## src/rtl/lfpd_pkg.sv

```systemverilog
// lfpd_pkg: shared types and constants of the line follower drive
// depends on nothing; imported by every module of the block
package lfpd_pkg;

    localparam int SENSORS           = 5;
    localparam int SAMPLE_BITS_DEF   = 10;
    localparam int FRACTION_BITS_DEF = 12;
    localparam int CFG_IDX_W         = 3;
    localparam int CFG_DATA_W        = 24;
    localparam int GAIN_W            = 24;
    localparam int DRIVE_W           = 8;
    localparam int SETPOINT_W        = 15;
    localparam int LEVEL_W           = 10;
    localparam int OUT_ERR_W         = 16;
    localparam int OUT_W             = 40;
    localparam int SUM_W             = 40;
    localparam int SUM_SPLIT         = 20;
    localparam int ACC_W             = 68;
    localparam int MUL_STEPS         = 4;
    localparam int PEAK_RESET        = 500;
    localparam int FLOOR_RESET       = 90;
    localparam int REVERSE_LIMIT     = 250;
    localparam int LOST_ERROR        = 3;

    localparam logic [CFG_IDX_W-1:0] REG_PROP_GAIN  = 3'd0;
    localparam logic [CFG_IDX_W-1:0] REG_INTEG_GAIN = 3'd1;
    localparam logic [CFG_IDX_W-1:0] REG_DERIV_GAIN = 3'd2;
    localparam logic [CFG_IDX_W-1:0] REG_BASE_DRIVE = 3'd3;
    localparam logic [CFG_IDX_W-1:0] REG_CEILING    = 3'd4;
    localparam logic [CFG_IDX_W-1:0] REG_SETPOINT   = 3'd5;
    localparam logic [CFG_IDX_W-1:0] REG_HIGH_LEVEL = 3'd6;
    localparam logic [CFG_IDX_W-1:0] REG_LOW_LEVEL  = 3'd7;

    // commands from the controller to the datapath
    typedef struct packed {
        logic       capture;
        logic       track;
        logic       div_load;
        logic       div_step;
        logic       div_last;
        logic [2:0] sens;
        logic       err;
        logic       mul;
        logic [2:0] mstep;
        logic       drv_left;
        logic       drv_right;
        logic       finish;
    } t_cmd;

endpackage

```

## src/rtl/line_follower_pid_drive.sv

```systemverilog
// line_follower_pid_drive: top level of the five sensor pid line follower drive
// depends on lfpd_pkg, lfpd_ctrl and lfpd_dp
//
// channel   dir  handshake                        payload
// s_axis    in   s_axis_tvalid / s_axis_tready    five samples, one tick
// m_axis    out  m_axis_tvalid / m_axis_tready    wheel drives and error
// cfg       in   i_cfg_we                         index i_cfg_idx, data i_cfg_data
//
// a tick is paced by the shared restoring divider, which gives one quotient bit
// per cycle for each sensor
// a new request is taken while the previous result still waits in the output
// register; the tick then holds in its last state until the result is taken
// reset is synchronous and active low and restores gains, levels and state
module line_follower_pid_drive #(
    parameter int SAMPLE_BITS   = lfpd_pkg::SAMPLE_BITS_DEF,
    parameter int FRACTION_BITS = lfpd_pkg::FRACTION_BITS_DEF
) (
    input  logic                                i_clk,
    input  logic                                i_rst_n,
    input  logic                                s_axis_tvalid,
    output logic                                s_axis_tready,
    // left_outer, left_inner, middle, right_inner, right_outer samples
    input  logic [((lfpd_pkg::SENSORS*SAMPLE_BITS+7)/8)*8-1:0] s_axis_tdata,
    output logic                                m_axis_tvalid,
    input  logic                                m_axis_tready,
    // left_magnitude, left_reverse, right_magnitude, right_reverse, position_error
    output logic [lfpd_pkg::OUT_W-1:0]          m_axis_tdata,
    input  logic                                i_cfg_we,
    input  logic [lfpd_pkg::CFG_IDX_W-1:0]      i_cfg_idx,
    input  logic [lfpd_pkg::CFG_DATA_W-1:0]     i_cfg_data
);
    import lfpd_pkg::*;

    t_cmd cmd;

    lfpd_ctrl #(
        .FRACTION_BITS(FRACTION_BITS)
    ) u_ctrl (
        .i_clk       (i_clk),
        .i_rst_n     (i_rst_n),
        .i_in_valid  (s_axis_tvalid),
        .o_in_ready  (s_axis_tready),
        .o_out_valid (m_axis_tvalid),
        .i_out_ready (m_axis_tready),
        .o_cmd       (cmd)
    );

    lfpd_dp #(
        .SAMPLE_BITS  (SAMPLE_BITS),
        .FRACTION_BITS(FRACTION_BITS)
    ) u_dp (
        .i_clk      (i_clk),
        .i_rst_n    (i_rst_n),
        .i_cmd      (cmd),
        .i_samples  (s_axis_tdata[SENSORS*SAMPLE_BITS-1:0]),
        .i_cfg_we   (i_cfg_we),
        .i_cfg_idx  (i_cfg_idx),
        .i_cfg_data (i_cfg_data),
        .o_result   (m_axis_tdata)
    );

endmodule

```

## src/rtl/lfpd_ctrl.sv

```systemverilog
// lfpd_ctrl: sequencer of one control tick and the result handshake
// depends on lfpd_pkg; drives the command struct of lfpd_dp
module lfpd_ctrl #(
    parameter int FRACTION_BITS = lfpd_pkg::FRACTION_BITS_DEF
) (
    input  logic            i_clk,
    input  logic            i_rst_n,
    input  logic            i_in_valid,
    output logic            o_in_ready,
    output logic            o_out_valid,
    input  logic            i_out_ready,
    output lfpd_pkg::t_cmd  o_cmd
);
    import lfpd_pkg::*;

    localparam int BIT_W = $clog2(FRACTION_BITS + 1);
    localparam logic [BIT_W-1:0] BIT_LAST = BIT_W'(FRACTION_BITS);
    localparam logic [2:0] SENS_LAST = 3'(SENSORS - 1);
    localparam logic [2:0] MSTEP_LAST = 3'(MUL_STEPS);

    typedef enum logic [8:0] {
        S_IDLE  = 9'b000000001,
        S_TRACK = 9'b000000010,
        S_LOAD  = 9'b000000100,
        S_STEP  = 9'b000001000,
        S_ERR   = 9'b000010000,
        S_MUL   = 9'b000100000,
        S_DRVL  = 9'b001000000,
        S_DRVR  = 9'b010000000,
        S_DONE  = 9'b100000000
    } t_state;

    t_state           r_state, n_state;
    logic [2:0]       r_sens, n_sens;
    logic [BIT_W-1:0] r_bit, n_bit;
    logic [2:0]       r_mstep, n_mstep;
    logic             r_ovalid, n_ovalid;
    logic             accept, finish;

    assign o_in_ready  = (r_state == S_IDLE);
    assign o_out_valid = r_ovalid;
    assign accept      = i_in_valid && o_in_ready;
    assign finish      = (r_state == S_DONE) && (!r_ovalid || i_out_ready);

    always_comb begin
        n_state  = r_state;
        n_sens   = r_sens;
        n_bit    = r_bit;
        n_mstep  = r_mstep;
        unique case (r_state)
            S_IDLE: begin
                if (accept) begin
                    n_state = S_TRACK;
                end
            end
            S_TRACK: begin
                n_state = S_LOAD;
                n_sens  = '0;
            end
            S_LOAD: begin
                n_state = S_STEP;
                n_bit   = '0;
            end
            S_STEP: begin
                n_bit = r_bit + 1'b1;
                if (r_bit == BIT_LAST) begin
                    if (r_sens == SENS_LAST) begin
                        n_state = S_ERR;
                    end else begin
                        n_sens  = r_sens + 1'b1;
                        n_state = S_LOAD;
                    end
                end
            end
            S_ERR: begin
                n_state = S_MUL;
                n_mstep = '0;
            end
            S_MUL: begin
                n_mstep = r_mstep + 1'b1;
                if (r_mstep == MSTEP_LAST) begin
                    n_state = S_DRVL;
                end
            end
            S_DRVL: n_state = S_DRVR;
            S_DRVR: n_state = S_DONE;
            S_DONE: begin
                if (finish) begin
                    n_state = S_IDLE;
                end
            end
            default: n_state = S_IDLE;
        endcase
    end

    always_comb begin
        n_ovalid = r_ovalid;
        if (finish) begin
            n_ovalid = 1'b1;
        end else if (i_out_ready) begin
            n_ovalid = 1'b0;
        end
    end

    always_comb begin
        o_cmd           = '0;
        o_cmd.capture   = accept;
        o_cmd.track     = (r_state == S_TRACK);
        o_cmd.div_load  = (r_state == S_LOAD);
        o_cmd.div_step  = (r_state == S_STEP);
        o_cmd.div_last  = (r_state == S_STEP) && (r_bit == BIT_LAST);
        o_cmd.sens      = r_sens;
        o_cmd.err       = (r_state == S_ERR);
        o_cmd.mul       = (r_state == S_MUL);
        o_cmd.mstep     = r_mstep;
        o_cmd.drv_left  = (r_state == S_DRVL);
        o_cmd.drv_right = (r_state == S_DRVR);
        o_cmd.finish    = finish;
    end

    always_ff @(posedge i_clk) begin
        if (!i_rst_n) begin
            r_state  <= S_IDLE;
            r_sens   <= '0;
            r_bit    <= '0;
            r_mstep  <= '0;
            r_ovalid <= 1'b0;
        end else begin
            r_state  <= n_state;
            r_sens   <= n_sens;
            r_bit    <= n_bit;
            r_mstep  <= n_mstep;
            r_ovalid <= n_ovalid;
        end
    end

    a_finish_shows: assert property (@(posedge i_clk) disable iff (!i_rst_n)
        finish |=> r_ovalid) else $error("result not shown after finish");
    a_accept_track: assert property (@(posedge i_clk) disable iff (!i_rst_n)
        accept |=> r_state == S_TRACK) else $error("accepted request not tracked");
    a_sens_range: assert property (@(posedge i_clk) disable iff (!i_rst_n)
        r_sens <= SENS_LAST) else $error("sensor index out of range");
    a_div_last: assert property (@(posedge i_clk) disable iff (!i_rst_n)
        (o_cmd.div_last && r_sens == SENS_LAST) |=> r_state == S_ERR)
        else $error("division sweep did not end");

endmodule

```

## src/rtl/lfpd_dp.sv

```systemverilog
// lfpd_dp: sensor tracking, shared divider, error, shared multiplier and drives
// depends on lfpd_pkg; sequenced by lfpd_ctrl
module lfpd_dp #(
    parameter int SAMPLE_BITS   = lfpd_pkg::SAMPLE_BITS_DEF,
    parameter int FRACTION_BITS = lfpd_pkg::FRACTION_BITS_DEF
) (
    input  logic                                   i_clk,
    input  logic                                   i_rst_n,
    input  lfpd_pkg::t_cmd                         i_cmd,
    input  logic [lfpd_pkg::SENSORS*SAMPLE_BITS-1:0] i_samples,
    input  logic                                   i_cfg_we,
    input  logic [lfpd_pkg::CFG_IDX_W-1:0]         i_cfg_idx,
    input  logic [lfpd_pkg::CFG_DATA_W-1:0]        i_cfg_data,
    output logic [lfpd_pkg::OUT_W-1:0]             o_result
);
    import lfpd_pkg::*;

    localparam int SB     = SAMPLE_BITS;
    localparam int F      = FRACTION_BITS;
    localparam int N_W    = F + 1;
    localparam int ERR_W  = (F + 5 > 17) ? F + 5 : 17;
    localparam int DIFF_W = ERR_W + 1;
    localparam int MB     = (DIFF_W > SUM_SPLIT + 1) ? DIFF_W : SUM_SPLIT + 1;
    localparam int MA     = GAIN_W + 1;
    localparam int PROD_W = MA + MB;
    localparam int SH     = 2 * F;

    // configuration registers
    logic [GAIN_W-1:0]            r_kp, r_ki, r_kd;
    logic [DRIVE_W-1:0]           r_base, r_ceil;
    logic signed [SETPOINT_W-1:0] r_setpoint;
    logic [LEVEL_W-1:0]           r_high, r_low;

    always_ff @(posedge i_clk) begin
        if (!i_rst_n) begin
            r_kp       <= GAIN_W'(614400);
            r_ki       <= GAIN_W'(4);
            r_kd       <= GAIN_W'(4096000);
            r_base     <= DRIVE_W'(230);
            r_ceil     <= DRIVE_W'(250);
            r_setpoint <= '0;
            r_high     <= LEVEL_W'(700);
            r_low      <= LEVEL_W'(200);
        end else if (i_cfg_we) begin
            unique case (i_cfg_idx)
                REG_PROP_GAIN:  r_kp       <= i_cfg_data;
                REG_INTEG_GAIN: r_ki       <= i_cfg_data;
                REG_DERIV_GAIN: r_kd       <= i_cfg_data;
                REG_BASE_DRIVE: r_base     <= i_cfg_data[DRIVE_W-1:0];
                REG_CEILING:    r_ceil     <= i_cfg_data[DRIVE_W-1:0];
                REG_SETPOINT:   r_setpoint <= i_cfg_data[SETPOINT_W-1:0];
                REG_HIGH_LEVEL: r_high     <= i_cfg_data[LEVEL_W-1:0];
                REG_LOW_LEVEL:  r_low      <= i_cfg_data[LEVEL_W-1:0];
                default: ;
            endcase
        end
    end

    // samples and per sensor range tracking
    logic [SB-1:0]  r_samp  [SENSORS];
    logic [SB-1:0]  r_peak  [SENSORS];
    logic [SB-1:0]  r_floor [SENSORS];
    logic [N_W-1:0] r_norm  [SENSORS];

    always_ff @(posedge i_clk) begin
        if (i_cmd.capture) begin
            for (int i = 0; i < SENSORS; i++) begin
                r_samp[i] <= i_samples[i*SB +: SB];
            end
        end
    end

    always_ff @(posedge i_clk) begin
        if (!i_rst_n) begin
            for (int i = 0; i < SENSORS; i++) begin
                r_peak[i]  <= SB'(PEAK_RESET);
                r_floor[i] <= SB'(FLOOR_RESET);
            end
        end else if (i_cmd.track) begin
            for (int i = 0; i < SENSORS; i++) begin
                if (r_samp[i] >= r_peak[i]) begin
                    r_peak[i] <= r_samp[i];
                end
                if (r_samp[i] <= r_floor[i]) begin
                    r_floor[i] <= r_samp[i];
                end
            end
        end
    end

    // restoring divider, one quotient bit per cycle
    logic [SB:0]    r_rem;
    logic [SB-1:0]  r_den;
    logic           r_den_zero;
    logic [N_W-1:0] r_quo;
    logic [SB:0]    rem_sub;
    logic           quo_bit;
    logic [2:0]     sidx;

    assign sidx    = i_cmd.sens;
    assign quo_bit = (r_rem >= {1'b0, r_den}) && !r_den_zero;
    assign rem_sub = quo_bit ? r_rem - {1'b0, r_den} : r_rem;

    always_ff @(posedge i_clk) begin
        if (i_cmd.div_load) begin
            r_rem      <= {1'b0, r_samp[sidx] - r_floor[sidx]};
            r_den      <= r_peak[sidx] - r_floor[sidx];
            r_den_zero <= (r_peak[sidx] == r_floor[sidx]);
            r_quo      <= '0;
        end else if (i_cmd.div_step) begin
            r_rem <= {rem_sub[SB-1:0], 1'b0};
            r_quo <= {r_quo[N_W-2:0], quo_bit};
            if (i_cmd.div_last) begin
                r_norm[sidx] <= {r_quo[N_W-2:0], quo_bit};
            end
        end
    end

    // position error
    logic [SENSORS-1:0]        above, below;
    logic                      all_low, left_edge, right_edge;
    logic signed [ERR_W-1:0]   n_ext [SENSORS];
    logic signed [ERR_W-1:0]   pos, err_calc, lost;
    logic signed [ERR_W-1:0]   r_err, r_last;
    logic signed [DIFF_W-1:0]  r_diff;
    logic signed [SUM_W-1:0]   r_sum;

    always_comb begin
        for (int i = 0; i < SENSORS; i++) begin
            above[i] = {{(32-SB){1'b0}}, r_samp[i]} > {{(32-LEVEL_W){1'b0}}, r_high};
            below[i] = {{(32-SB){1'b0}}, r_samp[i]} < {{(32-LEVEL_W){1'b0}}, r_low};
            n_ext[i] = ERR_W'(r_norm[i]);
        end
        all_low    = &below;
        left_edge  = above[0] && above[1] && above[2] && above[3] && below[4];
        right_edge = below[0] && above[1] && above[2] && above[3] && above[4];
        pos = '0;
        if (!right_edge) begin
            pos = pos - (n_ext[0] <<< 1) - n_ext[1];
        end
        if (!left_edge) begin
            pos = pos + n_ext[3] + (n_ext[4] <<< 1);
        end
        lost = ERR_W'(LOST_ERROR) <<< F;
        if (all_low) begin
            err_calc = r_last[ERR_W-1] ? -lost : lost;
        end else begin
            err_calc = pos - ERR_W'(r_setpoint);
        end
    end

    always_ff @(posedge i_clk) begin
        if (i_cmd.err) begin
            r_err  <= err_calc;
            r_diff <= DIFF_W'(err_calc) - DIFF_W'(r_last);
        end
    end

    // shared multiplier: kp*e, kd*de, ki*sum low part, ki*sum high part
    logic signed [MA-1:0]     mul_a;
    logic signed [MB-1:0]     mul_b;
    logic signed [PROD_W-1:0] r_prod;
    logic                     r_prod_hi;
    logic signed [ACC_W-1:0]  r_acc, prod_ext;

    always_comb begin
        mul_a = '0;
        mul_b = '0;
        unique case (i_cmd.mstep)
            3'd0: begin
                mul_a = signed'({1'b0, r_kp});
                mul_b = MB'(r_err);
            end
            3'd1: begin
                mul_a = signed'({1'b0, r_kd});
                mul_b = MB'(r_diff);
            end
            3'd2: begin
                mul_a = signed'({1'b0, r_ki});
                mul_b = signed'(MB'({1'b0, r_sum[SUM_SPLIT-1:0]}));
            end
            3'd3: begin
                mul_a = signed'({1'b0, r_ki});
                mul_b = MB'(signed'(r_sum[SUM_W-1:SUM_SPLIT]));
            end
            default: ;
        endcase
        prod_ext = ACC_W'(r_prod);
        if (r_prod_hi) begin
            prod_ext = prod_ext <<< SUM_SPLIT;
        end
    end

    always_ff @(posedge i_clk) begin
        if (i_cmd.mul) begin
            r_prod    <= mul_a * mul_b;
            r_prod_hi <= (i_cmd.mstep == 3'd3);
            if (i_cmd.mstep == 3'd0) begin
                r_acc <= '0;
            end else begin
                r_acc <= r_acc + prod_ext;
            end
        end
    end

    // drive clamp, left then right
    logic signed [ACC_W-1:0] base_sh, ceil_sh, lim_sh, drive, drive_abs;
    logic [DRIVE_W-1:0]      mag;
    logic                    rev;
    logic [DRIVE_W-1:0]      r_lmag, r_rmag;
    logic                    r_lrev, r_rrev;

    always_comb begin
        base_sh = ACC_W'(r_base) <<< SH;
        ceil_sh = ACC_W'(r_ceil) <<< SH;
        lim_sh  = -(ACC_W'(REVERSE_LIMIT) <<< SH);
        drive   = i_cmd.drv_right ? base_sh - r_acc : base_sh + r_acc;
        drive_abs = drive[ACC_W-1] ? -drive : drive;
        if (drive > ceil_sh) begin
            mag = r_ceil;
            rev = 1'b0;
        end else if (drive < lim_sh) begin
            mag = DRIVE_W'(REVERSE_LIMIT);
            rev = 1'b1;
        end else begin
            mag = drive_abs[SH +: DRIVE_W];
            rev = drive[ACC_W-1];
        end
    end

    always_ff @(posedge i_clk) begin
        if (i_cmd.drv_left) begin
            r_lmag <= mag;
            r_lrev <= rev;
        end
        if (i_cmd.drv_right) begin
            r_rmag <= mag;
            r_rrev <= rev;
        end
    end

    // commit of the tick: result register, last error and saturating integral
    logic signed [SUM_W:0] sum_next;
    logic [OUT_W-1:0]      r_result;

    assign sum_next = (SUM_W+1)'(r_sum) + (SUM_W+1)'(r_err);

    always_ff @(posedge i_clk) begin
        if (!i_rst_n) begin
            r_last <= '0;
            r_sum  <= '0;
        end else if (i_cmd.finish) begin
            r_last <= r_err;
            if (sum_next[SUM_W] != sum_next[SUM_W-1]) begin
                r_sum <= {sum_next[SUM_W], {(SUM_W-1){~sum_next[SUM_W]}}};
            end else begin
                r_sum <= sum_next[SUM_W-1:0];
            end
        end
    end

    always_ff @(posedge i_clk) begin
        if (i_cmd.finish) begin
            r_result <= OUT_W'({r_err[OUT_ERR_W-1:0], r_rrev, r_rmag, r_lrev, r_lmag});
        end
    end

    assign o_result = r_result;

endmodule

```

## config.mk

```make
export PLATFORM = sky130hd
export DESIGN_NAME = line_follower_pid_drive
export DESIGN_NICKNAME = d
export VERILOG_FILES = /design/src/rtl/lfpd_pkg.sv /design/src/rtl/line_follower_pid_drive.sv /design/src/rtl/lfpd_ctrl.sv /design/src/rtl/lfpd_dp.sv
export SDC_FILE = /design/constraint.sdc
export NUM_CORES = 2
export LEC_CHECK = 0
export BUFFER_PORTS_ARGS = -buffer_cell sky130_fd_sc_hd__buf_4
export CAP_MARGIN = 0
export CORE_MARGIN = 2
export CORE_UTILIZATION = 35
export CTS_CLUSTER_SIZE = 8
export DETAILED_ROUTE_END_ITERATION = 8
export PLACE_DENSITY = 0.46
export REMOVE_ABC_BUFFERS = 1
export SKIP_LAST_GASP = 1
export SYNTH_ARGS = -nofsm -noshare
export SYNTH_HDL_FRONTEND = slang
export SYNTH_SLANG_ARGS = --single-unit
```

## constraint.sdc

```tcl
create_clock -name i_clk -period 9.67 [get_ports i_clk]
set_clock_uncertainty 0.05 [all_clocks]
set_input_delay 1.934 -clock i_clk [delete_from_list [all_inputs] [get_ports i_clk]]
set_output_delay 1.934 -clock i_clk [all_outputs]
set_load 0.02 [all_outputs]
```

# ---- After elaboration in Yosys (flattened, before gate mapping)
# Memories as Yosys holds them, arrays and structs flattened. A register that Yosys moved wholly into a read port is not among the register bits.
# Cells that the tools add are included.
# W data, S select, Z words.
dict set report classes {
  addsub 17
  mul 1
  magnitude_cmp 23
  eq_ne 29
  mux 93
  bitwise 11
  reduce_logical 33
}
# cell n
set op_table {}
lappend op_table {{$mux W10} 13}
lappend op_table {{$pmux W21 S4} 1}
lappend op_table {{$pmux W9 S9} 1}
lappend op_table {{$pmux W24 S3} 1}
lappend op_table {{$add A33 B68 Y68} 1}
lappend op_table {{$add A68 B66 Y68} 1}
lappend op_table {{$gt A68 B33 Y1} 1}
lappend op_table {{$lt A68 B33 Y1 const B} 1}
lappend op_table {{$mux W17} 4}
lappend op_table {{$mux W68} 1}
lappend op_table {{$sub A33 B68 Y68} 1}
lappend op_table {{$mux W65} 1}
lappend op_table {{$mux W1} 51}
lappend op_table {{$ge A10 B10 Y1} 5}
lappend op_table {{$gt A10 B10 Y1} 5}
lappend op_table {{$le A10 B10 Y1} 5}
lappend op_table {{$lt A10 B10 Y1} 5}
lappend op_table {{$mul A25 B21 Y46} 1}
lappend op_table {{$add A40 B17 Y41} 1}
lappend op_table {{$mux W40} 1}
lappend op_table {{$mux W9} 4}
lappend op_table {{$mux W32} 1}
lappend op_table {{$neg A32 Y32} 1}
lappend op_table {{$sub A10 B10 Y10} 3}
lappend op_table {{other kinds (43)} 97}
dict set report word_totals {
  reg_bits 436
  ram_bits 215
  in_bits 88
  word_cells 241
  n_memories 4
}
# memory depth width rd rd_ports_with_merged_regs write_ports line
set memory_table {}
lappend memory_table {u_dp.r_norm 5 13 4 0 1 lfpd_dp.sv:63} ;# logic [N_W-1:0] r_norm [SENSORS];
lappend memory_table {u_dp.r_floor 5 10 6 1 5 lfpd_dp.sv:62} ;# logic [SB-1:0] r_floor [SENSORS];
lappend memory_table {u_dp.r_peak 5 10 6 1 5 lfpd_dp.sv:61} ;# logic [SB-1:0] r_peak [SENSORS];
lappend memory_table {u_dp.r_samp 5 10 6 1 5 lfpd_dp.sv:60} ;# logic [SB-1:0] r_samp [SENSORS];

# ---- Depth between registers and ports, before layout
# An unclocked memory read counts as a cell.
dict set report depth {
  word_depth 13
  mapped_depth 42
  ltp_nobuf 42
}

# ---- Hierarchy
# Synthesis repeated with hierarchy kept, for this count alone.
dict set report hier_totals {
  hier_cells 6622
  hier_area_um2 59772.3
}
# module n_inst cells_each area_each_um2
set by_module_without_submodules {}
lappend by_module_without_submodules {lfpd_dp 1 6460 58481.1}
lappend by_module_without_submodules {lfpd_ctrl 1 162 1291.2}

# ---- Least setup slack after synthesis
# Ideal clock, no wire load.
dict set report synth_path {
  kind {register to register}
  start {register u_ctrl.r_mstep[0]}
  end {register u_dp.r_prod[45] (data pin)}
  setup_time_ns 0.260
  t_arrival_ns 8.417
  required_time_ns 9.360
  slack_ns 0.943
  stages_incl_launch_ff 37
  n_path_buf 4
  cell_sequence {dfxtp_1 -> inv_1 -> ha_1 -> nor2b_1 -> clkbuf_1 -> or2_2 -> clkbuf_1 -> clkbuf_1 -> nand2_1 -> nand2_1 -> clkbuf_1 -> nand2_1 -> fa_1 -> inv_1 -> fa_1 -> inv_1 -> fa_1 -> inv_1 -> fa_1 -> inv_1 -> fa_1 -> inv_1 -> fa_1 -> fa_1 -> ha_1 -> and4_1 -> nand4_1 -> nor3_1 -> o21a_1 -> a21oi_1 -> a221oi_1 -> a2111oi_0 -> o41ai_1 -> a21oi_1 -> o21ai_0 -> a21oi_1 -> xnor2_1}
}
dict set report synth_via {
  elab_chain_len 4
  elab_cells_between_ends 8
  cone_classes {1 x mul; 3 x eq/ne; 2 x mux; 2 x reduce/logical}
}
# element line
set synth_rtl {}
lappend synth_rtl {{start, declared} lfpd_ctrl.sv:36} ;# logic [2:0] r_mstep, n_mstep;
lappend synth_rtl {{start signal, assigned} lfpd_ctrl.sv:132} ;# r_mstep <= n_mstep;
lappend synth_rtl {{$eq A3 B2 Y1} lfpd_dp.sv:169} ;# unique case (i_cmd.mstep)
lappend synth_rtl {{$reduce_or A2 Y1 (no source line)} -}
lappend synth_rtl {{$pmux W24 S3} lfpd_dp.sv:169}
lappend synth_rtl {{$mul A25 B21 Y46 (*)} lfpd_dp.sv:196} ;# r_prod <= mul_a * mul_b;
lappend synth_rtl {{end signal, assigned} lfpd_dp.sv:196}
lappend synth_rtl {{end, declared} lfpd_dp.sv:162} ;# logic signed [PROD_W-1:0] r_prod;
# Every way passes the cells marked *; elsewhere a longest branch is shown, timed or not.
# A chain may end at the register's enable or synchronous reset.

# ---- Worst setup path after layout
dict set report layout_path {
  start {register u_ctrl.r_mstep[2]}
  end {register u_dp.r_prod[45] (data pin)}
}
# Same word-level chain as after synthesis.

==> reports/qor.csv <==
stage;metric;value;unit
drt;drt-pass1-iter-count;6;
drt;wirelength;191;mm
timing;relSlewSlack;0.240;
global_route;antenna_found_initial;8;
critical_path;critical_path.max_stage_delay;560;ps
critical_path;ff2ff_setup_slack;560;ps
timing;worst_slew_pin_slew;1130;ps
synth;synth_cell_types;93;
pwr;irDropWorstVdd;0.138;mV
critical_path;slowest_stage;fa_1;
synth;yosysSeqAreaShare;0.289;
timing;hold_violations;0;
timing;slew_violations;0;
timing;period_needed;9110;ps
floorplan;fp.dieH;415;um
placement;place_area;63300;sq um
pwr;p_int;5.73;mW
critical_path;cp_num_cells;35;
flow_run;cap_violations;0;
critical_path;worstReg2RegEnd;u_dp.r_prod[45]$_DFFE_PP_;
global_route;grt.total_usage;0.220;
placement;dp_slack;-104;ps
floorplan;io_pins;130;
finish;mostFrequentLayoutCells;nand2_1, inv_1, ha_1;
clock_network;clk_path_buf_depth;3;
floorplan;dieArea;172000;sq um
floorplan;rows;150;
drt;dr_total_vias;46400;
clock_network;cts_tree;done;
synth;ys_ff_latch;641;
drt;met2_wirelength;91.6;mm
global_route;grt_pass1_wl;290;mm
finish;final_common_cell;nand2_1;
pwr;p_sw;2.56;mW
pwr;power.share.clock;0.383;
synth;synth_edf_count;425;
global_route;grt_remaining_overflow;0;
clock_network;clk_pin_slew;50;ps
synth;synth_async_sr_flop_share;0;
synth;yosys_warnings;0;
finish;layout-drive-gt1-share;0.0864;
drt;drc;0;
drt;wl_met3;8.22;mm
drt;dr.max_layer_used;met5;
critical_path;path_class;flop to flop;
critical_path;cp_num_buf_inv;10;
drt;avgViaCountPerCell;5.23;
pwr;p_seq_frac;0.380;
finish;fin_nets;7726;
critical_path;startpoint_type;flop;
critical_path;cp_top_family;adder cells;
placement;hpwlAfterDp;149;mm
pwr;p_sw_frac;0.308;
finish;multi_input_area;38200;sq um
drt;wl_per_cell;21.5;um
critical_path;required;10040;ps
floorplan;core-area;168000;sq um
finish;fillers;16900;
timing;worst_slack;557;ps
synth;synth_area_per_cell;9.17;sq um
clock_network;root_buffer;clkbuf_16;
clock_network;clk_latency;740;ps
timing;finalSetupTns;0;ps
global_route;grt_max_degree;80;
pwr;leakage;29.5;nW
clock_network;cts_buffers;93;
critical_path;r2r-start;u_ctrl.r_mstep[2]$_SDFFE_PN0P_;
placement;portBuffers;117;
synth;syn_area;59200;sq um
clock_network;cts-htree-levels;3;
critical_path;endpoint;u_dp.r_prod[45]$_DFFE_PP_;
synth;postSynthCellCount;6457;
critical_path;reg2regPathDepth;35;
clock_network;clock-sinks;641;
critical_path;critPathCaptureType;flop;
pwr;power.share.combinational;0.237;
clock_network;cts_hold_buf;0;
timing;rsz0062_at_grt;yes;
min_path;hold_path_class;flop to flop;
synth;synth.area.top_cells;edfxtp_1, fa_1, ha_1;
critical_path;crit_top_cell;fa_1;
finish;final_util;0.395;
synth;yosysTopAreaCell;edfxtp_1;
drt;drt_iter0_drc;3198;
timing;max_freq;110;MHz
critical_path;crit_fanout;15;
drt;wl_met1;86.3;mm
floorplan;die_w;415;um
critical_path;critPathLaunch;u_ctrl.r_mstep[2]$_SDFFE_PN0P_;
synth;synth_top_flop_cell;edfxtp_1;
synth;synth_top_area_frac;0.216;
finish;syn_to_final_growth;11.9;%
finish;final_area;66300;sq um
timing;setup_violations;0;
critical_path;arrival;9480;ps
outcome;status;completed;
pwr;powerDensity;125;nW/um^2
timing;finalCritPeriodShare;0.942;
drt;ant_nets;0;
placement;gp_congestion;0.903;
floorplan;initial_core_util;0.353;
finish;regArea;17100;sq um
global_route;grt_pass1_vias;46500;
[worst register-to-register path, delay by kind of cell, from the launching register on]
family | cells | cell delay [ps]
buffers and inverters | 10 | 1300
flip-flops | 1 | 510
AND/OR/NAND/NOR | 5 | 860
AO/OA/AOI/OAI | 10 | 1810
XOR/XNOR | 1 | 90
adder cells (fa/ha/maj) | 9 | 4200
[registers in the layout, summed over array words and instances (netlist names), 34 cells and up, named ones only]
| register | cells |
|---|---|
| u_dp.r_acc | 68 |
| u_dp.o_result | 34 |
| u_dp.r_peak | 50 |
| u_dp.r_norm | 52 |
| u_dp.r_samp | 50 |
| u_dp.r_sum | 40 |
| u_dp.r_prod | 46 |
| u_dp.r_floor | 50 |
[Yosys cell counts, drive strengths merged, types with 9 or more instances]
cell type and instances:
and3 31, and4 13, nand4 66, clkbuf 228, edfxtp 425, nand2b 61, a21boi 22, a31oi 38
a221o 9, nor3 102, nand3 97, and2 71, xnor2 160, a21o 173, nand2 948, o211ai 41
o21bai 62, or4 14, nor2 396, a22oi 53, dfxtp 216, xor2 92, inv 813, mux2i 40
fa 438, nor4 28, ha 611, maj3 38, or3 34, o31ai 18, nor2b 109, o21a 64
a22o 18, a41oi 13, o31a 10, or2 41, mux2 37, a2111oi 10, buf 36, mux4 30
o21ai 191, a221oi 19, a21oi 375, a211oi 59
[cell families (layout without fill, tap and decap cells)]
kind of cell,count (synthesis),in the layout,synth area share
DFF,641,641,0.289
adders and majority gates,1087,1087,0.284
AOI/OAI and AO/OA,1252,1252,0.138
other,1,8,0.0000634
buffers and inverters,1078,1274,0.0691
muxes,107,107,0.0252
and+or+nand+nor,2039,2039,0.158
xor gates and xnor gates,252,252,0.0373
[metal layers]
metal / track usage / vias to the layer above
met4: 0.0578 / 2
li1: - / 22300
met3: 0.0283 / 209
met5: 0 / -
met1: 0.297 / 22900
met2: 0.372 / 949
[power by group through the flow]
stage | registers (mW) | clock network, mW | logic, mW
after floorplan | 3.16 | 0 | 1.37
after global placement | 3.21 | 0 | 1.97
after detailed placement | 3.21 | 0 | 1.98
after CTS | 3.15 | 3.28 | 2.00
after global routing | 3.16 | 3.38 | 2.25
final | 3.15 | 3.18 | 1.96
[timing repair]
| item | 4_1_cts | 5_1_grt |
|---|---|---|
| endpoints found under the setup margin | 2 | 7 |
| gates resized for setup | 0 | 16 |
| pin swaps | 0 | 1 |
| buffers inserted | 5 | 1 |
[metrics by stage]
step / power, mW / instances / hold slack (ps)
4_1_cts: 8.43 / 8861 / 364
3_5_place_dp: 5.18 / 8692 / 355
6_report: 8.29 / 8864 / 364
2_1_floorplan: 4.53 / 6198 / 350
5_1_grt: 8.79 / 8863 / 368
3_3_place_gp: 5.18 / 8692 / 353
[worst min path at each step]
stage | start | end | slack [ps] | cells after the start
after floorplan | u_dp.r_lmag[0]$_DFFE_PP_ | u_dp.o_result[0]$_DFFE_PP_ | 350 | 0
after global placement | u_dp.r_rmag[6]$_DFFE_PP_ | u_dp.o_result[15]$_DFFE_PP_ | 350 | 0
after detailed placement | u_dp.r_lmag[7]$_DFFE_PP_ | u_dp.o_result[7]$_DFFE_PP_ | 350 | 0
after CTS | u_dp.r_rmag[0]$_DFFE_PP_ | u_dp.o_result[9]$_DFFE_PP_ | 360 | 0
after global routing | u_dp.r_rmag[0]$_DFFE_PP_ | u_dp.o_result[9]$_DFFE_PP_ | 370 | 0
final | u_dp.r_rmag[0]$_DFFE_PP_ | u_dp.o_result[9]$_DFFE_PP_ | 360 | 0
[final cells by class]
class | instances | area share
repair buffers | 296 | 0.0350
flip-flops and latches | 641 | 0.258
multi-input cells | 4743 | 0.577
clock inverters | 8 | 0.00270
well taps | 2204 | 0.0416
clock buffers | 156 | 0.0396
diodes | 2 | 0.0000755
inverters | 814 | 0.0463
(Power assumes the default switching activity.)
